### src/sra_pkg.sv
// Shared definitions for the step response analyser: widths, register indexes,
// status codes, reset values and the controller/datapath command and status structs.
// No dependencies.
`timescale 1ns / 1ps

package sra_pkg;

  localparam int POSITION_BITS_DEF = 32;
  localparam int TIME_BITS_DEF     = 32;

  localparam int FRAC_W     = 16;
  localparam int THRESH_W   = 31;
  localparam int COUNT_W    = 16;
  localparam int OVS_W      = 16;
  localparam int STATUS_W   = 2;
  localparam int CFG_IDX_W  = 3;
  localparam int CFG_DATA_W = 32;

  localparam int DIV_STEPS = OVS_W;
  localparam int DIV_CNT_W = $clog2(DIV_STEPS);

  localparam logic [FRAC_W-1:0] OVS_SCALE = FRAC_W'(10000);
  localparam logic [OVS_W-1:0]  OVS_MAX   = OVS_W'(32767);

  localparam logic [THRESH_W-1:0] RST_STEP_THRESHOLD = THRESH_W'(6554);
  localparam logic [FRAC_W-1:0]   RST_RISE_LOW       = FRAC_W'(6554);
  localparam logic [FRAC_W-1:0]   RST_RISE_HIGH      = FRAC_W'(58982);
  localparam logic [FRAC_W-1:0]   RST_SETTLE_BAND    = FRAC_W'(1311);
  localparam logic [COUNT_W-1:0]  RST_MIN_SAMPLES    = COUNT_W'(10);

  typedef enum logic [CFG_IDX_W-1:0] {
    CFG_STEP_THRESHOLD       = 3'd0,
    CFG_RISE_LOW_FRACTION    = 3'd1,
    CFG_RISE_HIGH_FRACTION   = 3'd2,
    CFG_SETTLE_BAND_FRACTION = 3'd3,
    CFG_MIN_SAMPLES          = 3'd4
  } cfg_idx_t;

  typedef enum logic [STATUS_W-1:0] {
    STATUS_OK      = 2'd0,
    STATUS_TOO_FEW = 2'd1,
    STATUS_NO_STEP = 2'd2
  } status_t;

  typedef struct packed {
    logic load_sample;
    logic detect;
    logic mul_lo;
    logic mul_hi;
    logic mul_band;
    logic band_done;
    logic track;
    logic ovs_diff;
    logic ovs_mul;
    logic div_init;
    logic div_step;
    logic finish;
  } sra_cmd_t;

  typedef struct packed {
    logic step_hit;
    logic last;
  } sra_sts_t;

endpackage

### src/step_response_analyzer.sv
// Top level of the step response analyser: joins the controller and the datapath.
// Uses sra_pkg, sra_ctrl and sra_datapath.
`timescale 1ns / 1ps

// Analyses one record of desired/actual position samples for a step response.
// One sample is taken at a time: an ordinary sample occupies the block for
// capture, step test and tracking update; the sample that holds the step also
// for the rise levels and the settling band (these come from one shared
// (POSITION_BITS+1) x 16 multiplier, one product per cycle), and the sample
// marked last further for the overshoot, which the restoring divider forms one
// quotient bit per cycle. The result waits in an output register while the
// next record's samples are taken; a last sample whose result finds that
// register still occupied waits for it. Configuration writes are accepted in
// every cycle and are meant for idle time.
module step_response_analyzer import sra_pkg::*; #(
  parameter int POSITION_BITS = POSITION_BITS_DEF,
  parameter int TIME_BITS     = TIME_BITS_DEF
) (
  input  logic                            clk,
  input  logic                            rst_n,
  input  logic                            in_valid,
  output logic                            in_stall,
  input  logic signed [POSITION_BITS-1:0] in_desired_position,
  input  logic signed [POSITION_BITS-1:0] in_actual_position,
  input  logic [TIME_BITS-1:0]            in_sample_time,
  input  logic                            in_last_sample,
  output logic                            out_valid,
  input  logic                            out_stall,
  output logic [STATUS_W-1:0]             out_status,
  output logic signed [TIME_BITS:0]       out_rise_time,
  output logic                            out_low_level_crossed,
  output logic                            out_high_level_crossed,
  output logic                            out_settled_flag,
  output logic [TIME_BITS-1:0]            out_settle_time,
  output logic signed [OVS_W-1:0]         out_overshoot_centipercent,
  output logic [POSITION_BITS-1:0]        out_final_error,
  input  logic                            cfg_valid,
  output logic                            cfg_ready,
  input  logic [CFG_IDX_W-1:0]            cfg_index,
  input  logic [CFG_DATA_W-1:0]           cfg_data
);

  sra_cmd_t cmd;
  sra_sts_t sts;

  assign cfg_ready = 1'b1;

  sra_ctrl u_ctrl (
    .clk       (clk),
    .rst_n     (rst_n),
    .in_valid  (in_valid),
    .in_stall  (in_stall),
    .out_valid (out_valid),
    .out_stall (out_stall),
    .sts       (sts),
    .cmd       (cmd)
  );

  sra_datapath #(
    .POSITION_BITS (POSITION_BITS),
    .TIME_BITS     (TIME_BITS)
  ) u_datapath (
    .clk                        (clk),
    .rst_n                      (rst_n),
    .cmd                        (cmd),
    .sts                        (sts),
    .cfg_write                  (cfg_valid && cfg_ready),
    .cfg_index                  (cfg_index),
    .cfg_data                   (cfg_data),
    .in_desired_position        (in_desired_position),
    .in_actual_position         (in_actual_position),
    .in_sample_time             (in_sample_time),
    .in_last_sample             (in_last_sample),
    .out_status                 (out_status),
    .out_rise_time              (out_rise_time),
    .out_low_level_crossed      (out_low_level_crossed),
    .out_high_level_crossed     (out_high_level_crossed),
    .out_settled_flag           (out_settled_flag),
    .out_settle_time            (out_settle_time),
    .out_overshoot_centipercent (out_overshoot_centipercent),
    .out_final_error            (out_final_error)
  );

endmodule

### src/sra_ctrl.sv
// Controller of the step response analyser: sequences sample capture, step
// detection, level multiplies, tracking and the overshoot division. Uses sra_pkg.
`timescale 1ns / 1ps

module sra_ctrl import sra_pkg::*; (
  input  logic     clk,
  input  logic     rst_n,
  input  logic     in_valid,
  output logic     in_stall,
  output logic     out_valid,
  input  logic     out_stall,
  input  sra_sts_t sts,
  output sra_cmd_t cmd
);

  typedef enum logic [3:0] {
    S_IDLE,
    S_DETECT,
    S_MUL_LO,
    S_MUL_HI,
    S_MUL_BAND,
    S_MUL_DONE,
    S_TRACK,
    S_OVS_DIFF,
    S_OVS_MUL,
    S_DIV_INIT,
    S_DIV,
    S_FINISH
  } state_t;

  localparam logic [DIV_CNT_W-1:0] DIV_LAST = DIV_CNT_W'(DIV_STEPS - 1);

  state_t                 state_r, state_nxt;
  logic [DIV_CNT_W-1:0]   div_cnt_r, div_cnt_nxt;
  logic                   out_valid_r, out_valid_nxt;
  logic                   out_free;

  assign out_free  = !out_valid_r || !out_stall;
  assign in_stall  = (state_r != S_IDLE);
  assign out_valid = out_valid_r;

  always_comb begin
    cmd           = '0;
    state_nxt     = state_r;
    div_cnt_nxt   = div_cnt_r;
    out_valid_nxt = out_valid_r && out_stall;
    unique case (state_r)
      S_IDLE: begin
        if (in_valid) begin
          cmd.load_sample = 1'b1;
          state_nxt       = S_DETECT;
        end
      end
      S_DETECT: begin
        cmd.detect = 1'b1;
        state_nxt  = sts.step_hit ? S_MUL_LO : S_TRACK;
      end
      S_MUL_LO: begin
        cmd.mul_lo = 1'b1;
        state_nxt  = S_MUL_HI;
      end
      S_MUL_HI: begin
        cmd.mul_hi = 1'b1;
        state_nxt  = S_MUL_BAND;
      end
      S_MUL_BAND: begin
        cmd.mul_band = 1'b1;
        state_nxt    = S_MUL_DONE;
      end
      S_MUL_DONE: begin
        cmd.band_done = 1'b1;
        state_nxt     = S_TRACK;
      end
      S_TRACK: begin
        cmd.track = 1'b1;
        state_nxt = sts.last ? S_OVS_DIFF : S_IDLE;
      end
      S_OVS_DIFF: begin
        cmd.ovs_diff = 1'b1;
        state_nxt    = S_OVS_MUL;
      end
      S_OVS_MUL: begin
        cmd.ovs_mul = 1'b1;
        state_nxt   = S_DIV_INIT;
      end
      S_DIV_INIT: begin
        cmd.div_init = 1'b1;
        div_cnt_nxt  = '0;
        state_nxt    = S_DIV;
      end
      S_DIV: begin
        cmd.div_step = 1'b1;
        div_cnt_nxt  = div_cnt_r + 1'b1;
        if (div_cnt_r == DIV_LAST) begin
          state_nxt = S_FINISH;
        end
      end
      S_FINISH: begin
        // The result register is loaded only once the previous result has gone.
        if (out_free) begin
          cmd.finish    = 1'b1;
          out_valid_nxt = 1'b1;
          state_nxt     = S_IDLE;
        end
      end
      default: begin
        state_nxt = S_IDLE;
      end
    endcase
  end

  always_ff @(posedge clk) begin
    if (!rst_n) begin
      state_r     <= S_IDLE;
      div_cnt_r   <= '0;
      out_valid_r <= 1'b0;
    end else begin
      state_r     <= state_nxt;
      div_cnt_r   <= div_cnt_nxt;
      out_valid_r <= out_valid_nxt;
    end
  end

endmodule

### src/sra_datapath.sv
// Datapath of the step response analyser: configuration registers, analysis
// state, the shared multiplier, the restoring divider and the result register.
// Uses sra_pkg; driven by sra_ctrl.
`timescale 1ns / 1ps

module sra_datapath import sra_pkg::*; #(
  parameter int POSITION_BITS = POSITION_BITS_DEF,
  parameter int TIME_BITS     = TIME_BITS_DEF
) (
  input  logic                            clk,
  input  logic                            rst_n,
  input  sra_cmd_t                        cmd,
  output sra_sts_t                        sts,
  input  logic                            cfg_write,
  input  logic [CFG_IDX_W-1:0]            cfg_index,
  input  logic [CFG_DATA_W-1:0]           cfg_data,
  input  logic signed [POSITION_BITS-1:0] in_desired_position,
  input  logic signed [POSITION_BITS-1:0] in_actual_position,
  input  logic [TIME_BITS-1:0]            in_sample_time,
  input  logic                            in_last_sample,
  output logic [STATUS_W-1:0]             out_status,
  output logic signed [TIME_BITS:0]       out_rise_time,
  output logic                            out_low_level_crossed,
  output logic                            out_high_level_crossed,
  output logic                            out_settled_flag,
  output logic [TIME_BITS-1:0]            out_settle_time,
  output logic signed [OVS_W-1:0]         out_overshoot_centipercent,
  output logic [POSITION_BITS-1:0]        out_final_error
);

  localparam int MAG_W     = POSITION_BITS + 1;
  localparam int LVL_W     = POSITION_BITS + 2;
  localparam int PROD_W    = MAG_W + FRAC_W;
  localparam int THR_CMP_W = (MAG_W > THRESH_W) ? MAG_W : THRESH_W;
  localparam int RISE_W    = TIME_BITS + 1;
  localparam logic [COUNT_W-1:0] COUNT_MAX = '1;

  // Configuration registers.
  logic [THRESH_W-1:0] thr_r;
  logic [FRAC_W-1:0]   low_frac_r, high_frac_r, band_frac_r;
  logic [COUNT_W-1:0]  min_samples_r;

  // Captured sample.
  logic signed [POSITION_BITS-1:0] des_r, act_r;
  logic [TIME_BITS-1:0]            time_r;
  logic                            last_r;

  // Analysis state.
  logic [COUNT_W-1:0]              count_r;
  logic signed [POSITION_BITS-1:0] prev_r;
  logic                            step_seen_r, up_r;
  logic signed [POSITION_BITS-1:0] start_r, target_r, peak_r;
  logic [TIME_BITS-1:0]            start_time_r;
  logic [MAG_W-1:0]                mag_r, band_w_r;
  logic signed [LVL_W-1:0]         lower_r, upper_r;
  logic                            lo_seen_r, up_seen_r, band_r;
  logic [TIME_BITS-1:0]            lo_t_r, up_t_r, band_t_r;

  // Multiplier and divider.
  logic [PROD_W-1:0] prod_r;
  logic [MAG_W-1:0]  ovs_ad_r;
  logic              ovs_neg_r;
  logic [MAG_W-1:0]  rem_r;
  logic [FRAC_W-1:0] num_lo_r;
  logic [OVS_W-1:0]  quot_r;
  logic              div_sat_r;

  // Result register.
  logic [STATUS_W-1:0]      res_status_r;
  logic [RISE_W-1:0]        res_rise_r;
  logic                     res_lo_r, res_hi_r, res_settled_r;
  logic [TIME_BITS-1:0]     res_settle_r;
  logic [OVS_W-1:0]         res_ovs_r;
  logic [POSITION_BITS-1:0] res_err_r;

  // Step detection.
  logic [MAG_W-1:0] jump, jump_mag;
  logic             step_hit;

  assign jump     = {des_r[POSITION_BITS-1], des_r} - {prev_r[POSITION_BITS-1], prev_r};
  assign jump_mag = jump[MAG_W-1] ? (~jump + 1'b1) : jump;
  assign step_hit = !step_seen_r && (count_r != '0) &&
                    (THR_CMP_W'(jump_mag) > THR_CMP_W'(thr_r));

  assign sts.step_hit = step_hit;
  assign sts.last     = last_r;

  // Multiplier operand selection.
  logic [MAG_W-1:0]  mul_a;
  logic [FRAC_W-1:0] mul_b;
  logic              mul_en;

  always_comb begin
    mul_a = cmd.ovs_mul ? ovs_ad_r : mag_r;
    priority if (cmd.mul_hi) begin
      mul_b = high_frac_r;
    end else if (cmd.mul_band) begin
      mul_b = band_frac_r;
    end else if (cmd.ovs_mul) begin
      mul_b = OVS_SCALE;
    end else begin
      mul_b = low_frac_r;
    end
  end

  assign mul_en = cmd.mul_lo || cmd.mul_hi || cmd.mul_band || cmd.ovs_mul;

  // Rise levels from the previous product: start plus or minus the offset.
  logic [MAG_W-1:0] off;
  logic [LVL_W-1:0] lvl_start, lvl_off, level_val;

  assign off       = prod_r[PROD_W-1:FRAC_W];
  assign lvl_start = {{2{start_r[POSITION_BITS-1]}}, start_r};
  assign lvl_off   = {1'b0, off};
  assign level_val = up_r ? (lvl_start + lvl_off) : (lvl_start - lvl_off);

  // Tracking.
  logic signed [LVL_W-1:0] act_ext;
  logic [MAG_W-1:0]        dev, dev_abs;
  logic [TIME_BITS-1:0]    rel_t;
  logic                    track_on, low_hit, high_hit, peak_move;

  assign act_ext   = $signed({{2{act_r[POSITION_BITS-1]}}, act_r});
  assign dev       = {act_r[POSITION_BITS-1], act_r} - {target_r[POSITION_BITS-1], target_r};
  assign dev_abs   = dev[MAG_W-1] ? (~dev + 1'b1) : dev;
  assign rel_t     = time_r - start_time_r;
  assign track_on  = step_seen_r && !band_r;
  assign low_hit   = up_r ? (act_ext >= lower_r) : (act_ext <= lower_r);
  assign high_hit  = up_r ? (act_ext >= upper_r) : (act_ext <= upper_r);
  assign peak_move = up_r ? (act_r > peak_r) : (act_r < peak_r);

  // Overshoot: signed distance of the peak beyond the target, in step direction.
  logic [MAG_W-1:0] pk_ext, tg_ext, ovs_d;

  assign pk_ext = {peak_r[POSITION_BITS-1], peak_r};
  assign tg_ext = {target_r[POSITION_BITS-1], target_r};
  assign ovs_d  = up_r ? (pk_ext - tg_ext) : (tg_ext - pk_ext);

  // One restoring division step.
  logic [MAG_W:0] trial;
  logic           trial_ge;

  assign trial    = {rem_r, num_lo_r[FRAC_W-1]};
  assign trial_ge = (trial >= {1'b0, mag_r});

  // Result assembly.
  logic [STATUS_W-1:0]  status_val;
  logic [TIME_BITS-1:0] up_t_sel, lo_t_sel;
  logic [RISE_W-1:0]    rise_val;
  logic [OVS_W-1:0]     ovs_val;

  always_comb begin
    priority if (count_r < min_samples_r) begin
      status_val = STATUS_TOO_FEW;
    end else if (!step_seen_r) begin
      status_val = STATUS_NO_STEP;
    end else begin
      status_val = STATUS_OK;
    end
  end

  assign up_t_sel = up_seen_r ? up_t_r : '0;
  assign lo_t_sel = lo_seen_r ? lo_t_r : '0;
  assign rise_val = {1'b0, up_t_sel} - {1'b0, lo_t_sel};

  always_comb begin
    priority if (mag_r == '0) begin
      ovs_val = '0;
    end else if (ovs_neg_r) begin
      // A peak short of the target is never more than the whole step.
      ovs_val = -{1'b0, quot_r[OVS_W-2:0]};
    end else if (div_sat_r || quot_r[OVS_W-1]) begin
      ovs_val = OVS_MAX;
    end else begin
      ovs_val = quot_r;
    end
  end

  always_ff @(posedge clk) begin
    if (!rst_n) begin
      thr_r         <= RST_STEP_THRESHOLD;
      low_frac_r    <= RST_RISE_LOW;
      high_frac_r   <= RST_RISE_HIGH;
      band_frac_r   <= RST_SETTLE_BAND;
      min_samples_r <= RST_MIN_SAMPLES;
    end else if (cfg_write) begin
      unique case (cfg_index)
        CFG_STEP_THRESHOLD:       thr_r         <= cfg_data[THRESH_W-1:0];
        CFG_RISE_LOW_FRACTION:    low_frac_r    <= cfg_data[FRAC_W-1:0];
        CFG_RISE_HIGH_FRACTION:   high_frac_r   <= cfg_data[FRAC_W-1:0];
        CFG_SETTLE_BAND_FRACTION: band_frac_r   <= cfg_data[FRAC_W-1:0];
        CFG_MIN_SAMPLES:          min_samples_r <= cfg_data[COUNT_W-1:0];
        default: begin
        end
      endcase
    end
  end

  // Control state of the analysis, cleared after each record.
  always_ff @(posedge clk) begin
    if (!rst_n || cmd.finish) begin
      count_r     <= '0;
      prev_r      <= '0;
      step_seen_r <= 1'b0;
      lo_seen_r   <= 1'b0;
      up_seen_r   <= 1'b0;
      band_r      <= 1'b0;
    end else begin
      if (cmd.detect && step_hit) begin
        step_seen_r <= 1'b1;
      end
      if (cmd.track) begin
        if (track_on) begin
          if (!lo_seen_r && low_hit) begin
            lo_seen_r <= 1'b1;
          end
          if (!up_seen_r && high_hit) begin
            up_seen_r <= 1'b1;
          end
          if (dev_abs < band_w_r) begin
            band_r <= 1'b1;
          end
        end
        prev_r <= des_r;
        if (count_r != COUNT_MAX) begin
          count_r <= count_r + 1'b1;
        end
      end
    end
  end

  always_ff @(posedge clk) begin
    if (cmd.load_sample) begin
      des_r  <= in_desired_position;
      act_r  <= in_actual_position;
      time_r <= in_sample_time;
      last_r <= in_last_sample;
    end
    if (cmd.detect && step_hit) begin
      start_r      <= prev_r;
      target_r     <= des_r;
      start_time_r <= time_r;
      mag_r        <= jump_mag;
      up_r         <= !jump[MAG_W-1];
      peak_r       <= prev_r;
    end
    if (mul_en) begin
      prod_r <= mul_a * mul_b;
    end
    if (cmd.mul_hi) begin
      lower_r <= $signed(level_val);
    end
    if (cmd.mul_band) begin
      upper_r <= $signed(level_val);
    end
    if (cmd.band_done) begin
      band_w_r <= off;
    end
    if (cmd.track && track_on) begin
      if (!lo_seen_r && low_hit) begin
        lo_t_r <= rel_t;
      end
      if (!up_seen_r && high_hit) begin
        up_t_r <= rel_t;
      end
      if (peak_move) begin
        peak_r <= act_r;
      end
      if (!band_r && (dev_abs < band_w_r)) begin
        band_t_r <= rel_t;
      end
    end
    if (cmd.ovs_diff) begin
      ovs_neg_r <= ovs_d[MAG_W-1];
      ovs_ad_r  <= ovs_d[MAG_W-1] ? (~ovs_d + 1'b1) : ovs_d;
    end
    if (cmd.div_init) begin
      // A high part at or above the divisor means a quotient beyond 16 bits.
      rem_r     <= prod_r[PROD_W-1:FRAC_W];
      div_sat_r <= (prod_r[PROD_W-1:FRAC_W] >= mag_r);
      num_lo_r  <= prod_r[FRAC_W-1:0];
      quot_r    <= '0;
    end
    if (cmd.div_step) begin
      rem_r    <= trial_ge ? MAG_W'(trial - {1'b0, mag_r}) : trial[MAG_W-1:0];
      quot_r   <= {quot_r[OVS_W-2:0], trial_ge};
      num_lo_r <= {num_lo_r[FRAC_W-2:0], 1'b0};
    end
    if (cmd.finish) begin
      res_status_r <= status_val;
      if (status_val == STATUS_OK) begin
        res_rise_r    <= rise_val;
        res_lo_r      <= lo_seen_r;
        res_hi_r      <= up_seen_r;
        res_settled_r <= band_r;
        res_settle_r  <= band_r ? band_t_r : '0;
        res_ovs_r     <= ovs_val;
        res_err_r     <= dev_abs[POSITION_BITS-1:0];
      end else begin
        res_rise_r    <= '0;
        res_lo_r      <= 1'b0;
        res_hi_r      <= 1'b0;
        res_settled_r <= 1'b0;
        res_settle_r  <= '0;
        res_ovs_r     <= '0;
        res_err_r     <= '0;
      end
    end
  end

  // The final error uses the last actual position, which is still in act_r.
  assign out_status                 = res_status_r;
  assign out_rise_time              = $signed(res_rise_r);
  assign out_low_level_crossed      = res_lo_r;
  assign out_high_level_crossed     = res_hi_r;
  assign out_settled_flag           = res_settled_r;
  assign out_settle_time            = res_settle_r;
  assign out_overshoot_centipercent = $signed(res_ovs_r);
  assign out_final_error            = res_err_r;

endmodule

### config.mk
export PLATFORM = sky130hd
export DESIGN_NAME = step_response_analyzer
export DESIGN_NICKNAME = d
export VERILOG_FILES = /design/src/sra_pkg.sv /design/src/step_response_analyzer.sv /design/src/sra_ctrl.sv /design/src/sra_datapath.sv
export SDC_FILE = /design/constraint.sdc
export NUM_CORES = 2
export LEC_CHECK = 0
export BUFFER_PORTS_ARGS = -buffer_cell sky130_fd_sc_hd__buf_4
export CAP_MARGIN = 5
export CORE_AREA = 2 2 298 595
export CTS_CLUSTER_DIAMETER = 120
export DETAILED_ROUTE_END_ITERATION = 10
export DIE_AREA = 0 0 300 597
export GPL_ROUTABILITY_DRIVEN = 0
export GPL_TIMING_DRIVEN = 0
export PLACE_DENSITY = 0.64
export SLEW_MARGIN = 20
export SYNTH_ARGS = -nofsm -noshare
export SYNTH_HDL_FRONTEND = slang
export SYNTH_SLANG_ARGS = --single-unit
### constraint.sdc
create_clock -name clk -period 19.6 [get_ports clk]
set_clock_uncertainty 0.05 [all_clocks]
set_input_delay 2.94 -clock clk [delete_from_list [all_inputs] [get_ports clk]]
set_output_delay 2.94 -clock clk [all_outputs]
set_load 0.05 [all_outputs]
==> flow_metrics.py <==
metrics = {
    "clock_tree": {
        "clock_latency_ps": 740,
        "hold_buffers": 0,
        "htreeDepth": 3,
        "cts_tree": "done",
        "post_cts_buffers": 0,
        "cts_buffers": 84,
        "cts_resized": 0,
        "clkSlewWorstSetupHoldPaths_ps": 70,
        "cts_sinks": 879,
        "cts_buffer_depth": 3,
        "cts-root-buf": "clkbuf_16",
    },
    "timing": {
        "max_slew_margin_pct": 11.8,
        "tightest_slew_ps": 1310,
        "fmax_mhz": 81.0,
        "hold_viol_final": 0,
        "final.min_clock_period_ps": 12340,
        "finalSetupViolCount": 0,
        "period_share_pct": 63.0,
        "slew_viol_final": 0,
        "totalNegativeSetupSlack_ps": 0,
        "rsz0062_at_grt": "false",
    },
    "yosys": {
        "ys_warn_count": 0,
        "synth_top_area_share_pct": 30.6,
        "synth_area_leaders": "edfxtp_1 (31%), fa_1 (13%), ha_1 (11%)",
        "synthesis.area_um2": 67700,
        "ys_seq_elements": 879,
        "syn_inst": 6999,
        "synth_area_leader_cell": "edfxtp_1",
        "synth-edff-count": 690,
        "synth_fp_nets": 8173,
        "async_flop_share_pct": 0,
        "yosysSeqAreaShare_pct": 36.2,
        "avgSynthCellArea_um2": 9.68,
        "ys_dominant_reg_cell": "edfxtp_1",
        "synth.distinct_cells": 90,
    },
    "die": {
        "die_w_um": 300,
        "core_area_um2": 174000,
        "dieArea_um2": 179000,
        "start_util_pct": 38.9,
        "die-height_um": 597,
        "io_pins": 258,
        "std_cell_rows": 217,
    },
    "outcome": {
        "outcome": "complete, no violations",
    },
    "placement": {
        "placed_area_um2": 73300,
        "numPortBuffers": 255,
        "hpwlAfterDp_um": 201000,
    },
    "min_path": {
        "hp-class": "flip-flop to flip-flop",
        "holdPathStages": 2,
    },
    "flow_run": {
        "maxCapViolCount": 0,
    },
    "finish": {
        "final_common_cell": "inv_1",
        "fillers": 16587,
        "fin_area_um2": 76400,
        "drive_gt1_share_pct": 7.19,
        "area_delta_synth_final_pct": 12.8,
        "final_nets": 8547,
        "fin_util_pct": 43.8,
        "final_cell_mix": "inv_1 (868), nand2_1 (861), edfxtp_1 (690), ha_1 (597), nor2_1 (539)",
        "multiInputGateArea_um2": 39400,
        "seq_area_um2": 24500,
    },
    "critical_path": {
        "path_class": "flip-flop to flip-flop",
        "slowest_delay_ps": 950,
        "worstPathRequired_ps": 20020,
        "crit_slowest_cell": "o21ai_2",
        "crit_path_end_kind": "flip-flop",
        "rr_worst_depth": 32,
        "cp_common_cell": "fa_1",
        "cp.arrival_ps": 12760,
        "crit_fanout": 10,
        "critical_path.startpoint_type": "flip-flop",
    },
    "grt": {
        "antenna_found_initial": 20,
        "grt_pass1_vias": 57477,
        "grt_pass1_wl_um": 367000,
        "grt-ovfl-total": 0,
        "grt.total_usage_pct": 28.5,
        "grt_max_degree": 91,
    },
    "pwr": {
        "leakage_nw": 32.9,
        "ir_drop_uv": 265,
        "p_per_area_nw_per_um2": 147,
    },
    "routing": {
        "vias_per_cell": 5.64,
        "wirelength_um": 254000,
        "wl_per_cell_um": 26.1,
        "drc": 0,
        "ant_nets": 0,
        "via_count": 55024,
        "dr.pass1.iters": 8,
        "initialDrtViolationCount": 3799,
    },
}
-- synth_stat cells, types with 72 or more instances --
| library cell | count |
|---|---|
| xor2_1 | 132 |
| nor2_1 | 544 |
| nand3_1 | 99 |
| clkbuf_1 | 208 |
| fa_1 | 440 |
| a21oi_1 | 393 |
| a21o_1 | 236 |
| inv_1 | 870 |
| a21boi_0 | 79 |
| ha_1 | 597 |
| nand4_1 | 73 |
| and2_1 | 105 |
| o21ai_0 | 226 |
| nor3_1 | 97 |
| mux2i_1 | 72 |
| o21a_1 | 77 |
| nand2_1 | 862 |
| edfxtp_1 | 690 |
| dfxtp_1 | 189 |
| xnor2_1 | 228 |
| nor2b_1 | 104 |
-- registers in the layout, indices dropped and copies added, names as in the netlist, 33 cells and up --
signal,count
u_datapath.mag_r,33
u_datapath.ovs_ad_r,33
u_datapath.rem_r,33
u_datapath.band_w_r,33
u_datapath.out_rise_time,33
u_datapath.lower_r,34
u_datapath.upper_r,34
u_datapath.prod_r,49
-- cell type report --
type	count	share of cell area, %
multi-input combinational	5022	51.6
buffer	228	1.18
inverter	870	4.29
tap	2299	3.77
timing repair buffer	288	3.34
antenna	17	0.0557
clock inverter	40	0.647
sequential	879	32.1
clock buffer	116	3.07
-- per-layer routing --
| layer | GRT usage [%] | up-vias | wire length (um) |
|---|---|---|---|
| met2 | 50.3 | 2551 | 127000 |
| met4 | 30.0 | 10 | 32800 |
| met3 | 7.06 | 1189 | 18500 |
| met5 | 0 | - | 64 |
| met1 | 25.4 | 26629 | 75800 |
| li1 | - | 24645 | - |
-- cell families after synthesis --
group | synth area share, %
AND/OR/NAND/NOR | 14.4
AO/OA/AOI/OAI | 13.4
buffers and inverters | 6.13
adder cells (fa/ha/maj) | 24.0
flip-flops | 36.2
XOR/XNOR | 4.66
multiplexers | 1.17
other | 0.00554
-- path summary, 6_finish.rpt --
check / from / end / slack (ps)
setup reg to reg: u_ctrl.state_r[3] / u_datapath.prod_r[47] / 7260
setup / recovery: u_ctrl.state_r[3] / u_datapath.prod_r[47] / 7260
hold reg to reg: u_datapath.min_samples_r[11] / u_datapath.min_samples_r[11] / 410
hold / removal: u_datapath.min_samples_r[11] / u_datapath.min_samples_r[11] / 410
-- critical path: cells and delay by family, from the launching register on --
kind            cells  cell delay, ps
xor+xnor            1              80
simple gates        8            1960
compound gates      9            4160
flops               1             330
fa+ha+maj           7            3460
buf+inv             7            1960
-- report_power, final --
| part | switching, W | internal [W] |
|---|---|---|
| clock | 0.000805 | 0.000922 |
| sequential | 0.000173 | 0.00247 |
| combinational | 0.00411 | 0.00273 |
-- per-stage QoR --
| stage | setup slack, ps | hold WS (ps) | std cells | power (W) |
|---|---|---|---|---|
| 6_report | 7260 | 414 | 9759 | 0.0112 |
| 5_1_grt | 7220 | 438 | 9746 | 0.0120 |
| 4_1_cts | 7570 | 416 | 9737 | 0.0110 |
| 3_5_place_dp | 7650 | 392 | 9581 | 0.00925 |
| 3_3_place_gp | 4400 | 399 | 9553 | 0.00908 |
| 2_1_floorplan | 9920 | 373 | 6999 | 0.00734 |
(Power assumes the default switching activity.)
